### src/design/lzwcd_pkg.sv
// ----------------------------------------------------------------------------
// lzwcd_pkg
// Shared constants, types and codes for the LZSS window copy decoder.
// ----------------------------------------------------------------------------
package lzwcd_pkg;

  // Window geometry and run limits
  localparam int WINDOW_SIZE    = 4096;
  localparam int WIN_AW         = $clog2(WINDOW_SIZE);
  localparam int MIN_MATCH_BIAS = 2;
  localparam int MAX_RUN        = 60;
  localparam int RUN_W          = $clog2(MAX_RUN + 1);

  // Field widths
  localparam int SYM_W  = 9;
  localparam int DIST_W = 12;
  localparam int BYTE_W = 8;
  localparam int CNT_W  = 24;

  // Symbol coding
  localparam int LITERAL_LIMIT = 256;
  localparam int SYMBOL_BASE   = 255;
  localparam int LEN_CALC_W    = SYM_W + 1;

  // Window reset contents and first write position
  localparam logic [BYTE_W-1:0] SPACE_BYTE = 8'h20;
  localparam int WP_RESET = (WINDOW_SIZE - MAX_RUN) % WINDOW_SIZE;

  // Queue depths
  localparam int TQ_DEPTH = 2;
  localparam int TQ_AW    = $clog2(TQ_DEPTH);
  localparam int OQ_DEPTH = 2;
  localparam int OQ_AW    = $clog2(OQ_DEPTH);

  // Classified token between front and back end
  typedef struct packed {
    logic              is_lit;
    logic [BYTE_W-1:0] lit_byte;
    logic [RUN_W-1:0]  run_len;
    logic [WIN_AW-1:0] dist_off;
  } tok_t;

  // One result item
  typedef struct packed {
    logic [BYTE_W-1:0] out_byte;
    logic              run_last;
    logic              block_done;
  } out_item_t;

endpackage

### src/design/lzwcd_ifs.sv
// ----------------------------------------------------------------------------
// lzwcd_ifs
// Valid/ready channel interfaces for tokens in and bytes out.
// ----------------------------------------------------------------------------
interface lzwcd_tok_if;
  logic                         valid;
  logic                         ready;
  logic [lzwcd_pkg::SYM_W-1:0]  symbol;
  logic [lzwcd_pkg::DIST_W-1:0] distance;

  modport source (output valid, output symbol, output distance, input ready);
  modport sink   (input valid, input symbol, input distance, output ready);
endinterface


### src/design/lzwcd_front.sv
// ----------------------------------------------------------------------------
// lzwcd_front
// Accepts tokens, splits literals from back-references, sizes the run.
// ----------------------------------------------------------------------------
module lzwcd_front (
  lzwcd_tok_if.sink        in_tok,
  input  logic             tq_full,
  output logic             tq_push,
  output lzwcd_pkg::tok_t  tq_tok
);

  localparam int LW = lzwcd_pkg::LEN_CALC_W;
  localparam int RW = lzwcd_pkg::RUN_W;
  localparam int AW = lzwcd_pkg::WIN_AW;

  logic [LW-1:0] len_full;

  // Take an item whenever the token queue has room
  assign in_tok.ready = !tq_full;
  assign tq_push      = in_tok.valid && !tq_full;

  // Run length from symbol, saturated to the longest run
  assign len_full = {1'b0, in_tok.symbol}
                  - LW'(lzwcd_pkg::SYMBOL_BASE - lzwcd_pkg::MIN_MATCH_BIAS);

  always_comb begin
    tq_tok.is_lit   = in_tok.symbol < lzwcd_pkg::SYM_W'(lzwcd_pkg::LITERAL_LIMIT);
    tq_tok.lit_byte = in_tok.symbol[lzwcd_pkg::BYTE_W-1:0];
    tq_tok.run_len  = (len_full > LW'(lzwcd_pkg::MAX_RUN)) ? RW'(lzwcd_pkg::MAX_RUN)
                                                           : RW'(len_full);
    tq_tok.dist_off = AW'(in_tok.distance);
  end

endmodule

### src/design/lzwcd_tok_fifo.sv
// ----------------------------------------------------------------------------
// lzwcd_tok_fifo
// Short queue of classified tokens between the front and back end.
// ----------------------------------------------------------------------------
module lzwcd_tok_fifo (
  input  logic            clk,
  input  logic            rst_n,
  input  logic            push,
  input  lzwcd_pkg::tok_t push_tok,
  output logic            full,
  input  logic            pop,
  output logic            not_empty,
  output lzwcd_pkg::tok_t head_tok
);

  localparam int AW    = lzwcd_pkg::TQ_AW;
  localparam int DEPTH = lzwcd_pkg::TQ_DEPTH;

  lzwcd_pkg::tok_t mem_r [DEPTH];
  logic [AW-1:0]   wr_ptr_r, rd_ptr_r;
  logic [AW:0]     cnt_r;
  logic            do_push, do_pop;

  assign full      = cnt_r == (AW+1)'(DEPTH);
  assign not_empty = cnt_r != '0;
  assign head_tok  = mem_r[rd_ptr_r];
  assign do_push   = push && !full;
  assign do_pop    = pop && not_empty;

  // Store incoming tokens
  always_ff @(posedge clk) begin
    if (do_push) begin
      mem_r[wr_ptr_r] <= push_tok;
    end
  end

  // Advance pointers and occupancy
  always_ff @(posedge clk) begin
    if (!rst_n) begin
      wr_ptr_r <= '0;
      rd_ptr_r <= '0;
      cnt_r    <= '0;
    end else begin
      if (do_push) begin
        wr_ptr_r <= wr_ptr_r + AW'(1);
      end
      if (do_pop) begin
        rd_ptr_r <= rd_ptr_r + AW'(1);
      end
      case ({do_push, do_pop})
        2'b10:   cnt_r <= cnt_r + (AW+1)'(1);
        2'b01:   cnt_r <= cnt_r - (AW+1)'(1);
        default: cnt_r <= cnt_r;
      endcase
    end
  end

endmodule

### src/design/lzwcd_front_q.sv
// ----------------------------------------------------------------------------
// lzwcd_front_q
// Front end with its token queue: classifies items and buffers them so the
// input side keeps moving while the back end copies a run.
// ----------------------------------------------------------------------------
module lzwcd_front_q (
  input  logic            clk,
  input  logic            rst_n,
  lzwcd_tok_if.sink       in_tok,
  input  logic            tq_pop,
  output logic            tq_valid,
  output lzwcd_pkg::tok_t tq_tok
);

  logic            tq_full, tq_push;
  lzwcd_pkg::tok_t push_tok;

  // Classify
  lzwcd_front u_front (
    .in_tok  (in_tok),
    .tq_full (tq_full),
    .tq_push (tq_push),
    .tq_tok  (push_tok)
  );

  // Buffer
  lzwcd_tok_fifo u_tq (
    .clk       (clk),
    .rst_n     (rst_n),
    .push      (tq_push),
    .push_tok  (push_tok),
    .full      (tq_full),
    .pop       (tq_pop),
    .not_empty (tq_valid),
    .head_tok  (tq_tok)
  );

endmodule

### src/flat_wrapper.sv
// flat-port wrapper written by rule: the top's interface ports become plain ports
module lzwcd_front_q_flat 
  (clk, rst_n, tq_pop, tq_valid, tq_tok, in_tok_valid, in_tok_symbol, in_tok_distance, in_tok_ready);
  lzwcd_tok_if in_tok_i ();
  input  logic clk;
  input  logic rst_n;
  input  logic tq_pop;
  output logic tq_valid;
  output lzwcd_pkg::tok_t tq_tok;
  input wire logic [$bits(in_tok_i.valid)-1:0] in_tok_valid;
  input wire logic [$bits(in_tok_i.symbol)-1:0] in_tok_symbol;
  input wire logic [$bits(in_tok_i.distance)-1:0] in_tok_distance;
  output wire logic [$bits(in_tok_i.ready)-1:0] in_tok_ready;
  assign in_tok_i.valid = in_tok_valid;
  assign in_tok_i.symbol = in_tok_symbol;
  assign in_tok_i.distance = in_tok_distance;
  assign in_tok_ready = in_tok_i.ready;
  lzwcd_front_q u_core (.clk(clk), .rst_n(rst_n), .in_tok(in_tok_i), .tq_pop(tq_pop), .tq_valid(tq_valid), .tq_tok(tq_tok));
endmodule
### config.mk
export PLATFORM = sky130hd
export DESIGN_NAME = lzwcd_front_q_flat
export DESIGN_NICKNAME = d
export VERILOG_FILES = /design/src/design/lzwcd_pkg.sv /design/src/design/lzwcd_ifs.sv /design/src/design/lzwcd_front.sv /design/src/design/lzwcd_tok_fifo.sv /design/src/design/lzwcd_front_q.sv /design/src/flat_wrapper.sv
export SDC_FILE = /design/constraint.sdc
export NUM_CORES = 1
export LEC_CHECK = 0
export BUFFER_PORTS_ARGS = -buffer_cell sky130_fd_sc_hd__clkbuf_2
export CORE_MARGIN = 3
export CORE_UTILIZATION = 25
export CTS_BUF_LIST = sky130_fd_sc_hd__clkbuf_8
export DETAILED_ROUTE_END_ITERATION = 10
export SYNTH_ARGS = -nofsm -noshare
export SYNTH_HDL_FRONTEND = slang
export SYNTH_HIERARCHICAL = 1
export SYNTH_SLANG_ARGS = --single-unit
### constraint.sdc
create_clock -name clk -period 3.01 [get_ports clk]
set_clock_uncertainty 0.05 [all_clocks]
set_input_delay 0.1505 -clock clk [delete_from_list [all_inputs] [get_ports clk]]
set_output_delay 0.1505 -clock clk [all_outputs]
set_load 0.1 [all_outputs]
==> impl_metrics.env, run 1 <==
export IMPL_setup_viol=0
export IMPL_fin_nets=246
export IMPL_arrival_ns=2.10
export IMPL_cp_start_kind="flip-flop"
export IMPL_endpoint_kind="flip-flop"
export IMPL_grt_setup_unrepaired="no"
export IMPL_critPathTopFamily="simple AND/OR/NAND/NOR gates"
export IMPL_cts_tree="yes"
export IMPL_post_drt_wl_per_cell_um=13.0
export IMPL_htree_levels=3
export IMPL_drc_errors=0
export IMPL_avgSynthCellArea_um2=15.8
export IMPL_cp_buffers_inverters=4
export IMPL_netlist_cell_type_count=28
export IMPL_port_buffers=53
export IMPL_placed_area_um2=2840
export IMPL_fmax_ghz=0.463
export IMPL_hold_viol_final=0
export IMPL_synth_warnings=6
export IMPL_num_vias=1415
export IMPL_antenna_found_initial=0
export IMPL_num_io_pins=54
export IMPL_cp_required_ns=2.95
export IMPL_routed_wl_um=4640
export IMPL_drtIter0Drc=75
export IMPL_hold_path_class="input pin to flip-flop"
export IMPL_areaGrowthSynthToFinish_pct=23.3
export IMPL_ys_ff_latch=59
export IMPL_cp_max_fo=23
export IMPL_die_area_um2=11400
export IMPL_cts_root_buf="clkbuf_8"
export IMPL_path_clk_slew_ns=0.07
export IMPL_relSlewSlack=0.631
export IMPL_via_per_inst=3.97
export IMPL_drv_cap=0
export IMPL_postRouteAntennaNets=0
export IMPL_cp_slowest_cell="dfxtp_1"
export IMPL_drive_above_1_share=0.462
export IMPL_layout_commonest_cell="edfxtp_1"
export IMPL_status="finished clean"
export IMPL_timing_final_crit_share=0.718
export IMPL_initial_core_util=0.259
export IMPL_cts_sinks=59
export IMPL_route_met2_wl_um=2190
export IMPL_firstDrtPassIters=4
export IMPL_die_w_um=107
export IMPL_setup_tns_ns=0
export IMPL_antenna_cells=0
export IMPL_design_area_um2=3130
export IMPL_wl_met1_um=2110
export IMPL_grt_pass1_vias=1387
export IMPL_synthCells=161
export IMPL_worst_slew_pin_slew_ns=0.556
export IMPL_max_clock_path_buffers=2
export IMPL_die_height_um=107
export IMPL_drv_slew=0
export IMPL_syn_num_nets=189
export IMPL_critPathMaxStageDelay_ns=0.40
export IMPL_cts_resized=0
export IMPL_rows=36
export IMPL_hpwl_um=3160
export IMPL_crit_type="flip-flop to flip-flop"
export IMPL_post_cts_setup_buffers=0
export IMPL_final_util=0.319
export IMPL_layout_common_cells="edfxtp_1 (54), clkbuf_2 (53), mux2_2 (27), dlygate4sd3_1 (12), clkbuf_8 (11)"
export IMPL_critPathMostFrequentCell="inv_1"
export IMPL_routed_top_layer="met4"
export IMPL_period_needed_ns=2.16
export IMPL_place_gp_congestion=0.703
export IMPL_overflow=0
export IMPL_seq_area_frac_synth=0.678
export IMPL_netlist_area_um2=2540
export IMPL_numCtsBuffers=9
export IMPL_grt_pass1_wl_um=7450
export IMPL_worstPathCellList="nand2b_2, inv_2, nor2b_1, inv_1, or3_1, inv_1, buf_4"
export IMPL_grt_max_degree=24
export IMPL_core_area_um2=9820
export IMPL_clkLatencyLatePin_ns=0.32
export IMPL_cts_hold_buf=12
export IMPL_met3WireLength_um=255
export IMPL_grt_usage=0.0877
==> cell usage after synthesis <==
cell,instances,share of area
edfxtp_1,54,0.64
mux2_2,27,0.12
buf_4,20,0.059
inv_1,6,0.0089
nand2_1,6,0.0089
dfxtp_1,5,0.039
xnor2_1,4,0.014
buf_2,3,0.0059
ha_1,3,0.015
nor2b_1,3,0.0074
nor3_1,3,0.0059
nor4_1,3,0.0074
o21ai_0,3,0.0059
xor2_1,3,0.010
a21boi_1,2,0.0059
nand3b_1,2,0.0059
o21a_1,2,0.0059
or3_1,2,0.0049
a211o_2,1,0.0039
a211oi_1,1,0.0030
and2_1,1,0.0025
and3_1,1,0.0025
inv_2,1,0.0015
nand2b_2,1,0.0034
nand3_1,1,0.0020
nand3b_4,1,0.0079
or2_1,1,0.0025
or2_2,1,0.0025
==> final cells by class <==
type                            count  area [µm²]
Timing Repair Buffer               69         415
Fill cell                        1030        6690
Sequential cell                    59        1720
Clock inverter                      5        22.5
Inverter                            7        26.3
Clock buffer                       11         151
Tap cell                          133         166
Multi-Input combinational cell     72         627
==> worst paths after layout <==
check	cells after the start	startpoint	to	slack [ns]
worst max-delay path	7	u_core/u_tq/cnt_r[0]	u_core/u_tq/mem_r[0][6]	0.85
worst min register to register	2	u_core/u_tq/wr_ptr_r	u_core/u_tq/wr_ptr_r	0.44
worst min-delay path	1	in_tok_symbol[5]	u_core/u_tq/mem_r[1][23]	0.02
worst max register to register	7	u_core/u_tq/cnt_r[0]	u_core/u_tq/mem_r[0][6]	0.85
==> logic make-up (layout without fill, tap and decap cells) <==
kind of cell    after synthesis  count (layout)  share of synthesized area
flops                        59              59                      0.678
compound gates                9               9                     0.0246
xor+xnor                      7               7                     0.0241
fa+ha+maj                     3               3                     0.0148
buf+inv                      30              92                     0.0754
simple gates                 26              26                     0.0635
mux                          27              27                      0.120
==> sequential cells by signal, summed over array words and instances (netlist names), named ones only <==
register,flops
u_core/u_tq/cnt_r,2
u_core/u_tq/mem_r,54
u_core/u_tq/rd_ptr_r,1
u_core/u_tq/wr_ptr_r,1
==> per-layer routing <==
layer / track usage / vias up
li1: - / 684
met1: 0.115 / 685
met2: 0.128 / 36
met3: 0.0295 / 10
met4: 0.0466 / 0
met5: 0 / -
==> metrics by stage <==
step,worst slack (ns),hold slack [ns],std cells
floorplan,0.896,0.222,161
global placement,0.914,0.293,328
detailed placement,0.841,0.294,328
CTS,0.818,0.00418,356
global route,0.652,0.0141,356
finish,0.848,0.0190,356
Power of run 1 is left out: the tool's default activity adds up to more than one toggle a clock period on the data nets, which glitch-free logic cannot reach.
==> run 2, diff against run 1 <==
- ABC_AREA: not set -> 1
- clock period: 3.01 -> 1.9 ns (I/O delays scaled with it)
==> impl_metrics.env, run 2 <==
export IMPL_routed_wl_um=4930
export IMPL_cts_tree="yes"
export IMPL_max_clock_path_buffers=2
export IMPL_num_fill_cells=1028
export IMPL_holdWs_ns=0.0181
export IMPL_place_gp_congestion=0.799
export IMPL_crit_type="input pin to flip-flop"
export IMPL_pwr_density_cell_nw_per_um2=1680
export IMPL_num_io_pins=54
export IMPL_htree_levels=3
export IMPL_hpwl_um=3490
export IMPL_synth_warnings=6
export IMPL_die_height_um=111
export IMPL_netlist_cell_type_count=26
export IMPL_fmax_ghz=0.588
export IMPL_regMostFlops="u_core/u_tq/mem_r"
export IMPL_synth_top_area_cell="edfxtp_1"
export IMPL_grt_usage=0.0870
export IMPL_arrival_ns=1.72
export IMPL_post_drt_wl_per_cell_um=12.2
export IMPL_routed_top_layer="met4"
export IMPL_grt_pass1_vias=1737
export IMPL_worstPathCellList="dlygate4sd3_1, clkbuf_2, inv_2, ha_1, inv_1, nand2_1, nand2_1, nor2_1, nand3_2, nand3_2, nor2_1"
export IMPL_irDropWorstVdd_mv=0.910
export IMPL_endpoint_kind="flip-flop"
export IMPL_largest_reg_flops=54
export IMPL_layout_commonest_cell="edfxtp_1"
export IMPL_postRouteAntennaNets=0
export IMPL_fin_nets=291
export IMPL_period_needed_ns=1.70
export IMPL_instances_no_fill=404
export IMPL_num_vias=1586
export IMPL_rows=37
export IMPL_clkLatencyLatePin_ns=0.33
export IMPL_synth_area_leaders="edfxtp_1 (59%), mux2_4 (11%), buf_4 (5.4%)"
export IMPL_drive_above_1_share=0.433
export IMPL_cts_sinks=59
export IMPL_cp_required_ns=1.92
export IMPL_relSlewSlack=0.636
export IMPL_drc_errors=0
export IMPL_grt_max_degree=28
export IMPL_layout_common_cells="edfxtp_1 (54), buf_12 (30), clkbuf_2 (25), nand2_1 (22)"
export IMPL_async_flop_share=0
export IMPL_syn_num_nets=227
export IMPL_multi_input_area_um2=771
export IMPL_cp_max_fo=4
export IMPL_reg_top3="u_core/u_tq/mem_r (54), u_core/u_tq/cnt_r (2)"
export IMPL_hold_path_class="input pin to flip-flop"
export IMPL_status="finished clean"
export IMPL_wl_met1_um=2130
export IMPL_netlist_top_cells_count="edfxtp_1 (54), nand2_1 (22), buf_4 (20), mux2_4 (20)"
export IMPL_die_w_um=111
export IMPL_seqCellArea_um2=1720
export IMPL_timing_final_crit_share=0.895
export IMPL_leakagePower_nw=1.53
export IMPL_grt_pass1_wl_um=8380
export IMPL_cp_start_kind="input pin"
export IMPL_drtIter0Drc=110
export IMPL_core_area_um2=10600
export IMPL_die_area_um2=12300
export IMPL_setup_viol=0
export IMPL_synth_top_area_share=0.587
export IMPL_netlist_area_um2=2760
export IMPL_cts_root_buf="clkbuf_8"
export IMPL_grt_setup_unrepaired="no"
export IMPL_drv_cap=0
export IMPL_critPathMaxStageDelay_ns=0.53
export IMPL_setup_tns_ns=0
export IMPL_path_clk_slew_ns=0.07
export IMPL_antenna_cells=0
export IMPL_antenna_found_initial=0
export IMPL_areaGrowthSynthToFinish_pct=39.1
export IMPL_ys_ff_latch=59
export IMPL_hold_viol_final=0
export IMPL_synth_top_flop_cell="edfxtp_1"
export IMPL_numCtsBuffers=9
export IMPL_avgSynthCellArea_um2=13.9
export IMPL_synth_most_common_cell="edfxtp_1"
export IMPL_overflow=0
export IMPL_seq_area_frac_synth=0.623
export IMPL_met3WireLength_um=344
export IMPL_drv_slew=0
export IMPL_route_met2_wl_um=2400
export IMPL_port_buffers=53
export IMPL_initial_core_util=0.262
export IMPL_cp_slowest_cell="dlygate4sd3_1"
export IMPL_worst_slew_pin_slew_ns=0.548
export IMPL_dp_cells=368
export IMPL_synthCells=199
export IMPL_via_per_inst=3.93
export IMPL_synth_edf_count=54
export IMPL_firstDrtPassIters=5
## run 2: timing repair
action	CTS	global route
hold endpoints to repair	43	0
hold buffers	20	0
gates resized for setup	0	2
buffers inserted	0	0
endpoints found under the setup margin	0	5
## run 2: final cells by class
cell class                 instances  area share
clock inverter                     7      0.0117
sequential                        59       0.448
tap                              136      0.0443
clock buffer                       9      0.0322
timing repair buffer              76       0.242
inverter                          21      0.0205
multi-input combinational         96       0.201
## run 2: worst max-delay path: cells and delay by family
family	cells	cell delay [ns]
AND/OR/NAND/NOR	6	0.55
adder cells (fa/ha/maj)	1	0.23
buffers and inverters	4	0.84
## run 2: logic make-up (layout without fill, tap and decap cells)
family	count (synthesis)	in the layout	share of synthesized area
buf+inv	44	113	0.101
simple gates	61	61	0.112
xor+xnor	1	1	0.00317
compound gates	4	4	0.00951
flops	59	59	0.623
fa+ha+maj	3	3	0.0136
mux	27	27	0.137
## run 2: per-layer routing
metal	vias to the layer above	global-route usage
met5	-	0
met4	0	0.0316
li1	794	-
met1	735	0.101
met2	52	0.142
met3	5	0.0393
## run 2: report_power, final
part / switching, W / total [W] / internal [W]
clock network: 0.000482 / 0.000946 / 0.000464
registers: 0.0000857 / 0.00182 / 0.00174
logic: 0.00239 / 0.00369 / 0.00130
## run 2: worst paths after layout
kind              slack [ns]  cells after the start                  from                  endpoint
setup / recovery        0.20                     11      in_tok_symbol[1]  u_core/u_tq/mem_r[1][12]
hold / removal          0.02                      1      in_tok_symbol[3]  u_core/u_tq/mem_r[1][21]
setup reg to reg        0.20                     12  u_core/u_tq/cnt_r[1]      u_core/u_tq/cnt_r[1]
hold reg to reg         0.45                      2  u_core/u_tq/rd_ptr_r      u_core/u_tq/rd_ptr_r
## run 2: metrics by stage
stage	total power, W	instance area (µm²)	setup slack [ns]	utilization
2_1_floorplan	0.00437	2770	0.127	-
3_3_place_gp	0.00549	3470	0.335	0.329
3_5_place_dp	0.00555	3470	0.170	0.329
4_1_cts	0.00655	3840	0.148	0.364
5_1_grt	0.00672	3840	0.00329	0.364
6_report	0.00646	3840	0.199	0.364
Power figures use the tool's default switching activity.
